**config.mk**
```make
export PLATFORM = sky130hd
export DESIGN_NAME = multi_channel_watchdog_bank_top_flat
export DESIGN_NICKNAME = d
export VERILOG_FILES = /design/src/wdb_pkg.sv /design/src/wdb_if.sv /design/src/wdb_chan.sv /design/src/multi_channel_watchdog_bank_top.sv /design/src/flat_wrapper.sv
export SDC_FILE = /design/constraint.sdc
export NUM_CORES = 1
export LEC_CHECK = 0
export BUFFER_PORTS_ARGS = -buffer_cell sky130_fd_sc_hd__buf_4
export CAP_MARGIN = 5
export CORE_MARGIN = 10
export CORE_UTILIZATION = 45
export DETAILED_ROUTE_END_ITERATION = 16
export SLEW_MARGIN = 20
export SYNTH_ARGS = -nofsm -noshare
export SYNTH_HDL_FRONTEND = slang
export SYNTH_HIERARCHICAL = 1
export SYNTH_SLANG_ARGS = --single-unit
```
**constraint.sdc**
```tcl
create_clock -name i_clk -period 5.2 [get_ports i_clk]
set_clock_uncertainty 0.1 [all_clocks]
set_input_delay 0 -clock i_clk [delete_from_list [all_inputs] [get_ports i_clk]]
set_output_delay 0 -clock i_clk [all_outputs]
set_load 0.01 [all_outputs]
```
**src/wdb_pkg.sv**
```systemverilog
// shared types and constants of the watchdog bank
package wdb_pkg;

    localparam int NUM_DOGS  = 4;
    localparam int IDX_W     = 2;
    localparam int ACT_W     = 3;
    localparam int LIM_W     = 16;
    localparam int CNT_W     = LIM_W + 1;
    localparam int CFG_IDX_W = 3;
    localparam int CFG_DAT_W = 16;

    localparam logic [LIM_W-1:0] DEFAULT_LIMIT = LIM_W'(20);

    typedef enum logic [CFG_IDX_W-1:0] {
        REG_ACTIVE_DOGS   = 3'd0,
        REG_LIMIT_DOG0    = 3'd1,
        REG_LIMIT_DOG1    = 3'd2,
        REG_LIMIT_DOG2    = 3'd3,
        REG_LIMIT_DOG3    = 3'd4,
        REG_LED_ENABLE    = 3'd5,
        REG_TIMEOUT_NOTE  = 3'd6,
        REG_FEED_CHECK    = 3'd7
    } t_cfg_reg;

    typedef enum logic [1:0] {
        ST_OFFLINE = 2'd0,
        ST_ONLINE  = 2'd1,
        ST_ERROR   = 2'd2
    } t_status;

    localparam logic ACT_TICK = 1'b0;
    localparam logic ACT_FEED = 1'b1;

    typedef struct packed {
        logic             tick;
        logic             feed;
        logic             check;
        logic             healthy;
        logic             led_en;
        logic [LIM_W-1:0] limit;
    } t_chan_ctl;

    typedef struct packed {
        logic    expired;
        logic    led;
        t_status status;
    } t_chan_sts;

endpackage

```
**src/wdb_if.sv**
```systemverilog
// handshake channels of the watchdog bank
interface wdb_in_if;
    logic       valid;
    logic       ready;
    logic       action;
    logic [1:0] dog_index;
    logic       feed_healthy;

    modport source (output valid, action, dog_index, feed_healthy, input ready);
    modport sink   (input valid, action, dog_index, feed_healthy, output ready);
endinterface

interface wdb_out_if;
    logic       valid;
    logic       ready;
    logic [3:0] expired_mask;
    logic [3:0] notify_mask;
    logic [3:0] led_levels;
    logic [1:0] fed_state;

    modport source (output valid, expired_mask, notify_mask, led_levels, fed_state,
                    input ready);
    modport sink   (input valid, expired_mask, notify_mask, led_levels, fed_state,
                    output ready);
endinterface

interface wdb_cfg_if;
    logic        valid;
    logic        ready;
    logic [2:0]  index;
    logic [15:0] data;

    modport source (output valid, index, data, input ready);
    modport sink   (input valid, index, data, output ready);
endinterface

```
**src/wdb_chan.sv**
```systemverilog
// one watchdog channel: life counter, status and indicator level
module wdb_chan
    import wdb_pkg::*;
(
    input  logic      i_clk,
    input  logic      i_rst_n,
    input  t_chan_ctl i_ctl,
    output t_chan_sts o_sts
);

    logic [CNT_W-1:0] r_count;
    t_status          r_status;
    logic             r_led;

    logic [CNT_W-1:0] n_count;
    t_status          n_status;
    logic             n_led;

    logic [CNT_W-1:0] eff_lim;
    logic [CNT_W-1:0] lim_p1;
    logic [CNT_W-1:0] inc;
    logic [CNT_W-1:0] sat;
    logic             over;

    always_comb begin
        eff_lim = (i_ctl.limit == '0) ? CNT_W'(DEFAULT_LIMIT) : CNT_W'(i_ctl.limit);
        lim_p1  = eff_lim + CNT_W'(1);
        inc     = r_count + CNT_W'(1);
        sat     = (inc > lim_p1) ? lim_p1 : inc;
        over    = sat > eff_lim;

        n_count  = r_count;
        n_status = r_status;
        n_led    = r_led;
        if (i_ctl.tick) begin
            n_count = sat;
            if (over) begin
                n_status = ST_OFFLINE;
                if (i_ctl.led_en) begin
                    n_led = 1'b0;
                end
            end
        end else if (i_ctl.feed) begin
            n_count  = '0;
            n_status = (i_ctl.check && !i_ctl.healthy) ? ST_ERROR : ST_ONLINE;
            if (i_ctl.led_en) begin
                n_led = 1'b1;
            end
        end

        o_sts.expired = i_ctl.tick && over;
        o_sts.led     = n_led;
        o_sts.status  = n_status;
    end

    always_ff @(posedge i_clk) begin
        if (!i_rst_n) begin
            r_count  <= '0;
            r_status <= ST_OFFLINE;
            r_led    <= 1'b0;
        end else begin
            r_count  <= n_count;
            r_status <= n_status;
            r_led    <= n_led;
        end
    end

endmodule

```
**src/multi_channel_watchdog_bank_top.sv**
```systemverilog
// top level of the multi-channel watchdog bank
// Each tick or feed transfer is registered into the result register and gives exactly
// one result transfer; a new item is taken every cycle while the result register is
// free or being read. The per-channel compare and saturating increment of all four
// channels run in parallel. Configuration writes are taken at any time and are meant
// to be made while the bank is idle.
module multi_channel_watchdog_bank_top
    import wdb_pkg::*;
(
    input  logic       i_clk,
    input  logic       i_rst_n,
    wdb_in_if.sink     i_in,
    wdb_out_if.source  o_out,
    wdb_cfg_if.sink    i_cfg
);

    logic [ACT_W-1:0]    r_active;
    logic [LIM_W-1:0]    r_limit [NUM_DOGS];
    logic [NUM_DOGS-1:0] r_led_en;
    logic [NUM_DOGS-1:0] r_notify_en;
    logic [NUM_DOGS-1:0] r_check_en;

    logic                r_out_valid;
    logic [NUM_DOGS-1:0] r_expired;
    logic [NUM_DOGS-1:0] r_notify;
    logic [NUM_DOGS-1:0] r_leds;
    logic [1:0]          r_fed;

    logic                take;
    logic                cfg_take;
    logic [NUM_DOGS-1:0] active_vec;
    logic [NUM_DOGS-1:0] n_expired;
    logic [NUM_DOGS-1:0] n_leds;
    logic [1:0]          n_fed;
    t_chan_ctl           ctl [NUM_DOGS];
    t_chan_sts           sts [NUM_DOGS];

    assign i_in.ready  = !r_out_valid || o_out.ready;
    assign take        = i_in.valid && i_in.ready;
    assign i_cfg.ready = 1'b1;
    assign cfg_take    = i_cfg.valid;

    // configuration registers
    always_ff @(posedge i_clk) begin
        if (!i_rst_n) begin
            r_active    <= '0;
            r_led_en    <= '0;
            r_notify_en <= '0;
            r_check_en  <= '0;
            for (int c = 0; c < NUM_DOGS; c++) begin
                r_limit[c] <= DEFAULT_LIMIT;
            end
        end else if (cfg_take) begin
            unique case (t_cfg_reg'(i_cfg.index))
                REG_ACTIVE_DOGS:  r_active    <= i_cfg.data[ACT_W-1:0];
                REG_LIMIT_DOG0:   r_limit[0]  <= i_cfg.data[LIM_W-1:0];
                REG_LIMIT_DOG1:   r_limit[1]  <= i_cfg.data[LIM_W-1:0];
                REG_LIMIT_DOG2:   r_limit[2]  <= i_cfg.data[LIM_W-1:0];
                REG_LIMIT_DOG3:   r_limit[3]  <= i_cfg.data[LIM_W-1:0];
                REG_LED_ENABLE:   r_led_en    <= i_cfg.data[NUM_DOGS-1:0];
                REG_TIMEOUT_NOTE: r_notify_en <= i_cfg.data[NUM_DOGS-1:0];
                REG_FEED_CHECK:   r_check_en  <= i_cfg.data[NUM_DOGS-1:0];
                default: ;
            endcase
        end
    end

    // per channel control and the channels themselves
    for (genvar c = 0; c < NUM_DOGS; c++) begin : g_chan
        assign active_vec[c] = r_active > ACT_W'(c);

        always_comb begin
            ctl[c].tick    = take && (i_in.action == ACT_TICK) && active_vec[c];
            ctl[c].feed    = take && (i_in.action == ACT_FEED) && active_vec[c]
                             && (i_in.dog_index == IDX_W'(c));
            ctl[c].check   = r_check_en[c];
            ctl[c].healthy = i_in.feed_healthy;
            ctl[c].led_en  = r_led_en[c];
            ctl[c].limit   = r_limit[c];
        end

        wdb_chan u_chan (
            .i_clk   (i_clk),
            .i_rst_n (i_rst_n),
            .i_ctl   (ctl[c]),
            .o_sts   (sts[c])
        );

        assign n_expired[c] = sts[c].expired;
        assign n_leds[c]    = sts[c].led;
    end

    always_comb begin
        n_fed = ST_OFFLINE;
        if (i_in.action == ACT_FEED && active_vec[i_in.dog_index]) begin
            n_fed = sts[i_in.dog_index].status;
        end
    end

    // result register
    always_ff @(posedge i_clk) begin
        if (!i_rst_n) begin
            r_out_valid <= 1'b0;
        end else if (take) begin
            r_out_valid <= 1'b1;
        end else if (o_out.ready) begin
            r_out_valid <= 1'b0;
        end
    end

    always_ff @(posedge i_clk) begin
        if (take) begin
            r_expired <= n_expired;
            r_notify  <= n_expired & r_notify_en;
            r_leds    <= n_leds & r_led_en;
            r_fed     <= n_fed;
        end
    end

    assign o_out.valid        = r_out_valid;
    assign o_out.expired_mask = r_expired;
    assign o_out.notify_mask  = r_notify;
    assign o_out.led_levels   = r_leds;
    assign o_out.fed_state    = r_fed;

endmodule
```
**src/flat_wrapper.sv**
```systemverilog
// flat-port wrapper written by rule: the top's interface ports become plain ports
module multi_channel_watchdog_bank_top_flat import wdb_pkg::*;
  (i_clk, i_rst_n, i_in_valid, i_in_action, i_in_dog_index, i_in_feed_healthy, i_in_ready, o_out_valid, o_out_expired_mask, o_out_notify_mask, o_out_led_levels, o_out_fed_state, o_out_ready, i_cfg_valid, i_cfg_index, i_cfg_data, i_cfg_ready);
  wdb_in_if i_in_i ();
  wdb_out_if o_out_i ();
  wdb_cfg_if i_cfg_i ();
  input  logic i_clk;
  input  logic i_rst_n;
  input wire logic [$bits(i_in_i.valid)-1:0] i_in_valid;
  input wire logic [$bits(i_in_i.action)-1:0] i_in_action;
  input wire logic [$bits(i_in_i.dog_index)-1:0] i_in_dog_index;
  input wire logic [$bits(i_in_i.feed_healthy)-1:0] i_in_feed_healthy;
  output wire logic [$bits(i_in_i.ready)-1:0] i_in_ready;
  output wire logic [$bits(o_out_i.valid)-1:0] o_out_valid;
  output wire logic [$bits(o_out_i.expired_mask)-1:0] o_out_expired_mask;
  output wire logic [$bits(o_out_i.notify_mask)-1:0] o_out_notify_mask;
  output wire logic [$bits(o_out_i.led_levels)-1:0] o_out_led_levels;
  output wire logic [$bits(o_out_i.fed_state)-1:0] o_out_fed_state;
  input wire logic [$bits(o_out_i.ready)-1:0] o_out_ready;
  input wire logic [$bits(i_cfg_i.valid)-1:0] i_cfg_valid;
  input wire logic [$bits(i_cfg_i.index)-1:0] i_cfg_index;
  input wire logic [$bits(i_cfg_i.data)-1:0] i_cfg_data;
  output wire logic [$bits(i_cfg_i.ready)-1:0] i_cfg_ready;
  assign i_in_i.valid = i_in_valid;
  assign i_in_i.action = i_in_action;
  assign i_in_i.dog_index = i_in_dog_index;
  assign i_in_i.feed_healthy = i_in_feed_healthy;
  assign i_in_ready = i_in_i.ready;
  assign o_out_valid = o_out_i.valid;
  assign o_out_expired_mask = o_out_i.expired_mask;
  assign o_out_notify_mask = o_out_i.notify_mask;
  assign o_out_led_levels = o_out_i.led_levels;
  assign o_out_fed_state = o_out_i.fed_state;
  assign o_out_i.ready = o_out_ready;
  assign i_cfg_i.valid = i_cfg_valid;
  assign i_cfg_i.index = i_cfg_index;
  assign i_cfg_i.data = i_cfg_data;
  assign i_cfg_ready = i_cfg_i.ready;
  multi_channel_watchdog_bank_top u_core (.i_clk(i_clk), .i_rst_n(i_rst_n), .i_in(i_in_i), .o_out(o_out_i), .i_cfg(i_cfg_i));
endmodule
```
**After elaboration in Yosys (flattened, before gate mapping)**

Memories as Yosys holds them, arrays and structs flattened.
Index checks and enable logic that the tools add are counted.

- Flip-flop bits (word level): 110
- Bits in writable memories: 64
- Input port bits: 28
- Output and inout bits: 17
- Logic and storage cells: 184
- Memories: 1

Memories:

| name | depth | width | rd ports | clocked after memory_dff | wr ports | line | RTL |
|---|---|---|---|---|---|---|---|
| u_core.r_limit | 4 | 16 | 4 | 0 | 4 | multi_channel_watchdog_bank_top.sv:18 | `logic [LIM_W-1:0] r_limit [NUM_DOGS];` |

- Add/sub/neg operators: 8
- $lt $le $gt $ge: 14
- Equality and inequality tests: 10
- Mux-type cells: 80
- Bitwise gates (word level): 8
- Reduce and logical (&&, ||, !) cells: 42

Operators by type and width:

| operator | count |
|---|---|
| $mux W17 | 12 |
| $mux W16 | 8 |
| $add A16 B1 Y17 const B | 4 |
| $add A17 B1 Y17 const B | 4 |
| $gt A17 B16 Y1 | 4 |
| $gt A17 B17 Y1 | 4 |
| $logic_not A16 Y1 | 4 |
| $mux W1 | 40 |
| $mux W2 | 18 |
| $logic_and A1 B1 Y1 | 24 |
| $eq A3 B3 Y1 const B | 4 |
| $reduce_bool A2 Y1 | 5 |
| $and A4 B4 Y4 | 2 |
| $bmux W4 S2 | 1 |
| $reduce_and A2 Y1 | 4 |
| $eq A3 B2 Y1 const B | 2 |
| $gt A3 B1 Y1 const B | 2 |
| $gt A3 B2 Y1 const B | 2 |
| $eq A2 B2 Y1 const B | 2 |
| $or A1 B1 Y1 | 4 |
| $eq A3 B1 Y1 const B | 1 |
| $ge A3 B3 Y1 const B | 1 |
| $logic_not A3 Y1 | 1 |
| $lt A2 B3 Y1 const B | 1 |
| other kinds (7) | 8 |

**Longest topological paths before layout**

Gate-level depths: netlist of run 1.
An unclocked memory read counts as a cell.

- Word-level depth: 12
- Mapped depth: 26
- Depth with buffers taken out: 23

**Cells and area by module**

The synthesis of run 1 kept the hierarchy.

By module, submodules not included:

| module | times used | cells an instance | area an instance (um2) | seq. area each (um2) |
|---|---|---|---|---|
| wdb_chan (u_core.g_chan[0].u_chan ...) | 3 | 313 | 2477.4 | 400.4 |
| multi_channel_watchdog_bank_top | 1 | 259 | 3709.8 | 2662.6 |
| wdb_chan (u_core.g_chan[1].u_chan) | 1 | 314 | 2489.9 | 400.4 |

**Worst setup path before layout of run 1**

OpenSTA, ideal clock, no wires.

- Kind: register to register
- Start point: register u_core.g_chan[3].u_chan.r_count[0]
- End point: register u_core.r_fed[0] (netlist: u_core/o_out.fed_state[0]), data pin
- Setup time: 0.261 ns
- Data arrival time: 4.908 ns
- Required time: 4.839 ns
- Path slack: -0.070 ns
- Stages on the path, launching flop included: 24
- Path buffers: 3
- Period minus slack after synthesis: 5.270 ns
- Cells stage by stage: dfxtp_1 -> ha_1 -> nand3_2 -> or2_1 -> buf_6 -> nor4_4 -> xor2_2 -> ha_1 -> nand4_1 -> nor3_1 -> o221ai_1 -> a21boi_1 -> buf_2 -> buf_2 -> mux2_2 -> ha_1 -> nand4_1 -> nor3_1 -> nor3_1 -> nor2_1 -> o31ai_1 -> a41o_1 -> mux4_2 -> nor2b_1

RTL lines:

| element | line | RTL |
|---|---|---|
| start, declared | wdb_chan.sv:11 | `logic [CNT_W-1:0] r_count;` |
| start signal, assigned | wdb_chan.sv:62 | `r_count <= n_count;` |
| end signal, assigned | multi_channel_watchdog_bank_top.sv:116 | `r_fed <= n_fed;` |
| end, declared | multi_channel_watchdog_bank_top.sv:27 | `logic [1:0] r_fed;` |

==> results.json, run 1 <==
{
  "grt_pass1_vias": 11620,
  "cts_buffers": 17,
  "num_antenna_cells": 0,
  "synth_top_area_share_pct": 17.18,
  "cap_violations": 0,
  "dpl.hpwl_um": 28360,
  "critPathKind": "reg -> reg",
  "synthCells": 1512,
  "cts_tree": "built",
  "drc_errors": 0,
  "io_buffers": 43,
  "h-tree-depth": 4,
  "cts.sinks": 174,
  "routed_wl_um": 38950,
  "grtUsageTotal_pct": 19.14,
  "grt_pass1_wl_um": 60020,
  "setup_viol": 3,
  "cts-root-buf": "clkbuf_16",
  "start_util_pct": 45.75,
  "critPathRequiredTime_ns": 5.28,
  "final_nets": 1958,
  "relSlewSlack_pct": 29.57,
  "dpl.cell_count": 2073,
  "yosys-top-cells-area": "edfxtp_1 17%, dfxtp_1 14%, ha_1 13%",
  "cts_buffer_depth": 2,
  "coreArea_sq_um": 29800,
  "max-vdd-ir-drop_mv": 0.1543,
  "synth_warnings": 6,
  "cp-start-kind": "register",
  "hold_viol": 0,
  "yosys_register_bits": 174,
  "overflow": 0,
  "p_per_area_nw_per_um2": 182.9,
  "synth_top_cell_by_area": "edfxtp_1",
  "die-area_sq_um": 37660,
  "antenna_left": 0,
  "clk_latency_ns": 0.44,
  "vias_per_cell": 5.545,
  "fmax_mhz": 189.6,
  "syn_area_per_cell_sq_um": 9.016,
  "tns_ns": -0.2239,
  "fin_crit_ns": 5.276,
  "worst_hold_slack_ns": 0.007758,
  "gp_congestion": 0.9198,
  "hold_path.class": "in -> reg",
  "die_w_um": 194.1,
  "dr.first_iter.drc_count": 813,
  "worstPathMaxFanout": 7,
  "hp-start": "i_rst_n",
  "leakage_nw": 7.924,
  "drive_above_1_share_pct": 30.85,
  "finalCritPeriodShare_pct": 101.5,
  "synthesis.area_sq_um": 13630,
  "endpoint_kind": "register",
  "wl_per_cell_um": 17.79,
  "synthArstFlopShare_pct": 0,
  "arrival_ns": 5.36,
  "die_y_um": 194.1,
  "grt_max_degree": 59,
  "crit_start": "u_core/g_chan[1].u_chan/r_count[0]$_SDFFE_PN0P_",
  "rsz0062_at_grt": "yes",
  "clk_pin_slew_ns": 0.07,
  "yosysUniqueCellTypes": 68,
  "synth_seq_area_share_pct": 31.28,
  "area_growth_pct": 32.86,
  "synth_nets": 1684,
  "io_pins": 45,
  "worstReg2RegStart": "u_core/g_chan[1].u_chan/r_count[0]$_SDFFE_PN0P_",
  "synthFlopType": "dfxtp_1",
  "rows": 63,
  "instances_no_fill": 2189,
  "drv_slew": 0,
  "utilization_pct": 60.78,
  "synth-edff-count": 78,
  "finalWorstSetupSlack_ns": -0.07565,
  "dr_total_vias": 12140,
  "drt_pass1_iterations": 5,
  "post_dp_cell_area_sq_um": 15570,
  "antenna_found_initial": 1,
  "finalInstanceArea_sq_um": 18110,
  "place_ws_ns": -0.3075,
  "worst_pin_slew_ns": 1.042,
  "violations": "setup timing",
  "outcome": "finished with violations",
  "total_power_mw": 3.313
}
## layout make-up
cell class	count	area, sq um
Fill cell	2497	11690
Multi-Input combinational cell	1135	9687
Sequential cell	174	4282
Timing Repair Buffer	314	2522
Inverter	144	543.0
Tap cell	390	488.0
Clock buffer	17	425.4
Clock inverter	15	163.9
## critical path, stage by stage (launching register included)
cell	delay, ns
dfxtp_2	0.36
ha_1	0.18
nand3_2	0.11
or2_4	0.31
nor2_1	0.15
xnor2_1	0.20
inv_1	0.08
ha_1	0.34
a211oi_1	0.31
o211ai_1	0.17
a22oi_2	0.24
a22oi_2	0.12
buf_6	0.16
clkbuf_16	0.17
mux2i_4	0.20
ha_1	0.33
nand4_1	0.22
nor2_4	0.20
nand2_2	0.07
o21ai_2	0.09
o41ai_4	0.11
a41o_1	0.23
mux4_2	0.43
nor2b_1	0.14
## where the power goes
part	total [mW]	internal (mW)	leakage, nW	switching (mW)
Clock	1.33	0.687	0.293	0.645
Combinational	0.472	0.201	6.09	0.270
Sequential	1.51	1.47	1.54	0.0378
## cell usage in the layout (no fill, tap or decap), types with 36 or more instances in the layout
cell type | Yosys | layout
nand2_1 | 94 | 92
xnor2_1 | 86 | 63
a21oi_1 | 58 | 46
buf_4 | 7 | 275
nand4_1 | 52 | 52
inv_1 | 143 | 139
dfxtp_1 | 96 | 84
edfxtp_1 | 78 | 78
nand3_1 | 60 | 56
and2_1 | 82 | 82
ha_1 | 144 | 121
a22o_1 | 52 | 52
mux2i_1 | 62 | 36
nor2_1 | 98 | 86
## Yosys cell counts, drive strengths merged (25+ instances only)
cell    count
nand2      94
a22o       52
xor2       26
ha        144
dfxtp      96
inv       144
and2       85
nor2       98
edfxtp     78
nor3       40
mux2i      66
buf        34
clkbuf     25
nand4      52
nand3      64
o21ai      42
xnor2      86
a21oi      58
## repair_timing
action | in CTS | in global routing
gates resized for setup | 79 | 162
pin swaps | 24 | 101
hold buffers | 24 | 0
hold endpoints to repair | 82 | 0
endpoints found under the setup margin | 10 | 19
cloned | 0 | 1
buffers inserted | 20 | 42
## layer usage
| layer | vias to the layer above | GRT usage, % | share of wire [%] |
|---|---|---|---|
| met3 | 39 | 3.734 | 4.6 |
| met4 | 0 | 4.543 | 1.7 |
| met1 | 5806 | 25.47 | 46 |
| met2 | 290 | 31.17 | 47 |
| met5 | - | 0 | 0 |
| li1 | 6003 | - | - |
## state kept, by name, summed over array words and instances (netlist names)
name                           count
u_core/g_chan.u_chan/r_count      68
u_core/o_out.fed_state             2
u_core/g_chan.u_chan/r_status      8
u_core/r_limit                    64
u_core/o_out.expired_mask          4
u_core/r_led_en                    4
u_core/r_check_en                  4
u_core/r_active                    3
u_core/o_out.valid                 1
u_core/g_chan.u_chan/r_led         4
u_core/o_out.notify_mask           4
u_core/r_notify_en                 4
u_core/o_out.led_levels            4
## cells by family (layout without fill, tap and decap cells)
logic type               count (synthesis)  in the layout  share of synthesized area [%]
buffers and inverters                  203            490                          6.416
multiplexers                            76             76                          6.205
other                                    1              1                        0.02751
AND/OR/NAND/NOR                        553            553                          22.39
XOR/XNOR                               112            112                          7.416
adder cells (fa/ha/maj)                144            144                          13.22
AO/OA/AOI/OAI                          249            249                          13.05
flip-flops                             174            174                          31.28
## final timing paths
kind / end / slack (ns) / depth (start not counted)
max reg2reg: u_core/o_out.fed_state[0]$_SDFFCE_PN0N_ / -0.08 / 23
max: u_core/o_out.fed_state[0]$_SDFFCE_PN0N_ / -0.08 / 23
min reg2reg: u_core/r_check_en[3]$_SDFFE_PN0P_ / 0.37 / 2
min: u_core/r_notify_en[2]$_SDFFE_PN0P_ / 0.008 / 3
Note: power is estimated with default switching activity, not from simulation.
==> run 2: changes to the inputs <==
--- a/config.mk
+++ b/config.mk
@@ -5,11 +5,11 @@
 export SDC_FILE = /design/constraint.sdc
 export NUM_CORES = 1
 export LEC_CHECK = 0
-export BUFFER_PORTS_ARGS = -buffer_cell sky130_fd_sc_hd__buf_4
-export CAP_MARGIN = 5
 export CORE_MARGIN = 10
 export CORE_UTILIZATION = 45
 export DETAILED_ROUTE_END_ITERATION = 16
+export DONT_BUFFER_PORTS = 1
+export MAX_ROUTING_LAYER = met4
 export SLEW_MARGIN = 20
 export SYNTH_ARGS = -nofsm -noshare
 export SYNTH_HDL_FRONTEND = slang
==> run 2 against run 1 <==
Net effect: the flow still finishes with violations (setup timing); total power fell by 3.8%; clock power fell by 5%; fmax fell by 0.79%; global-route usage rose by 1.1 points; final cell count fell by 2.1%; first-iteration DRC count rose by 6.9%; count of clock-buffer cells in the layout did not move; non-clock buffer count fell by 51; critical path type unchanged.
==> results.json, run 2 (same netlist as run 1, synthesis figures left out) <==
{
  "outcome": "finished with violations",
  "violations": "setup timing",
  "instances_no_fill": 2143,
  "worst_hold_slack_ns": 0.02050,
  "drc_errors": 0,
  "finalInstanceArea_sq_um": 17100,
  "gp_congestion": 0.9129,
  "rows": 63,
  "antenna_left": 0,
  "fmax_mhz": 188.1,
  "dr_total_vias": 12000,
  "largest_reg_flops": 68,
  "crit_family": "simple AND/OR/NAND/NOR gates",
  "dr.first_iter.drc_count": 869,
  "post_dp_cell_area_sq_um": 15400,
  "area_growth_pct": 25.43,
  "grtUsageTotal_pct": 20.21,
  "cts_tree": "built",
  "reg_top3": "u_core/g_chan.u_chan/r_count: 68 flops, u_core/r_limit: 64 flops, u_core/g_chan.u_chan/r_status: 8 flops",
  "io_pins": 45,
  "p_per_area_nw_per_um2": 186.5,
  "finalCritPeriodShare_pct": 102.3,
  "finalWorstSetupSlack_ns": -0.1175,
  "drt_pass1_iterations": 5,
  "total_power_mw": 3.188,
  "start_util_pct": 45.75,
  "io_buffers": 0,
  "wl_per_cell_um": 17.86,
  "arrival_ns": 5.41,
  "critPathKind": "reg -> reg",
  "cp-start-kind": "register",
  "tns_ns": -0.1782,
  "grt_max_degree": 51,
  "critPathRequiredTime_ns": 5.29,
  "die_w_um": 194.1,
  "worst_pin_slew_ns": 0.9378,
  "drive_above_1_share_pct": 23.11,
  "routed_wl_um": 38280,
  "grt_pass1_wl_um": 61180,
  "rsz0062_at_grt": "yes",
  "grt_pass1_vias": 11660,
  "final_cell_mix": "219 x buf_4, 143 x inv_1, 135 x ha_1",
  "hold_depth": 3,
  "leakage_nw": 7.537,
  "cts_buffers": 17,
  "setup_viol": 2,
  "clk_pin_slew_ns": 0.08,
  "utilization_pct": 57.39,
  "die-area_sq_um": 37660,
  "antenna_found_initial": 4,
  "drv_slew": 0,
  "ff2ff_path_depth": 21,
  "final_nets": 1907,
  "worstPathMaxFanout": 7,
  "coreArea_sq_um": 29800,
  "hold_path.class": "in -> reg",
  "vias_per_cell": 5.601,
  "endpoint_kind": "register",
  "final_common_cell": "buf_4",
  "relSlewSlack_pct": 37.45,
  "die_y_um": 194.1,
  "crit_chain": "ha_2, and3_4, nand2_2, or4_4, xnor2_4, ha_4, nand4_1, nor3_2, a22oi_2, a22oi_2, buf_6, mux2_2, ha_4, nand4_1, nor3_2, nor3_2, o21ai_2, o41ai_4, a41o_1, mux4_2, nor2b_1",
  "cpMostUsedCell": "nor3_2",
  "clk_latency_ns": 0.45,
  "overflow": 0,
  "place_ws_ns": -0.3499,
  "fillCellCount": 2668,
  "dpl.hpwl_um": 28570,
  "hold_viol": 0,
  "top_register": "u_core/g_chan.u_chan/r_count",
  "h-tree-depth": 4,
  "cts.sinks": 174,
  "slowest_stage": "or4_4",
  "cts_buffer_depth": 2,
  "dpl.cell_count": 2048,
  "max-vdd-ir-drop_mv": 0.2154,
  "cap_violations": 0,
  "cp.depth": 21,
  "fin_crit_ns": 5.318,
  "critPathBufInv": 1,
  "cts-root-buf": "clkbuf_16",
  "critPathMaxStageDelay_ns": 0.56
}
run 2: changes by cell type in the layout (fill, tap and decap cells not counted), moves of 8 or more:
cell,before,now
mux2i_4,18,10
dfxtp_2,11,1
buf_4,275,219
xnor2_1,63,75
ha_4,16,3
dfxtp_1,84,95
ha_1,121,135
xnor2_2,23,10
nor2_1,86,95
dlygate4sd3_1,24,35
run 2: worst paths after layout:
check	start	to	slack, ns
hold / removal	i_cfg_index[2]	u_core/r_limit[0][3]$_SDFFCE_PN0P_	0.02
hold reg to reg	u_core/r_notify_en[1]$_SDFFE_PN0P_	u_core/r_notify_en[1]$_SDFFE_PN0P_	0.38
setup reg to reg	u_core/r_limit[1][0]$_SDFFCE_PN0P_	u_core/o_out.fed_state[0]$_SDFFCE_PN0N_	-0.12
setup / recovery	u_core/r_limit[1][0]$_SDFFCE_PN0P_	u_core/o_out.fed_state[0]$_SDFFCE_PN0N_	-0.12
run 2: power breakdown:
group / internal, mW / leakage [nW] / switching, mW
clock network: 0.629 / 0.273 / 0.630
logic: 0.173 / 5.73 / 0.242
registers: 1.47 / 1.54 / 0.0418
total: 2.27 / 7.54 / 0.915
run 2: repair_timing:
item,in CTS,in global routing
hold buffers,36,0
resized for setup,63,56
cloned,1,0
buffers inserted,7,15
pin swaps,26,26
hold endpoints to repair,178,0
setup endpoints to repair,12,22
run 2: tightest hold or removal path, delay by kind of cell:
| kind | cells | cell delay, ns |
|---|---|---|
| compound gates | 1 | 0.07 |
| simple gates | 1 | 0.10 |
| buf+inv | 1 | 0.20 |
run 2: final cells by class:
cell class	instances	area [sq um]	share of cell area [%]
Clock inverter	15	122.6	0.7171
Timing Repair Buffer	263	2107	12.32
Inverter	144	543.0	3.176
Multi-Input combinational cell	1135	9135	53.42
Clock buffer	17	425.4	2.488
Antenna cell	5	12.51	0.07317
Tap cell	390	488.0	2.854
Sequential cell	174	4265	24.95
run 2: routing by layer:
layer  global-route usage [%]  part of all wire (%)
met3                    3.959                   4.7
met1                    26.06                    47
met2                    31.89                    47
met4                    4.997                   1.4
met5                        -                     0
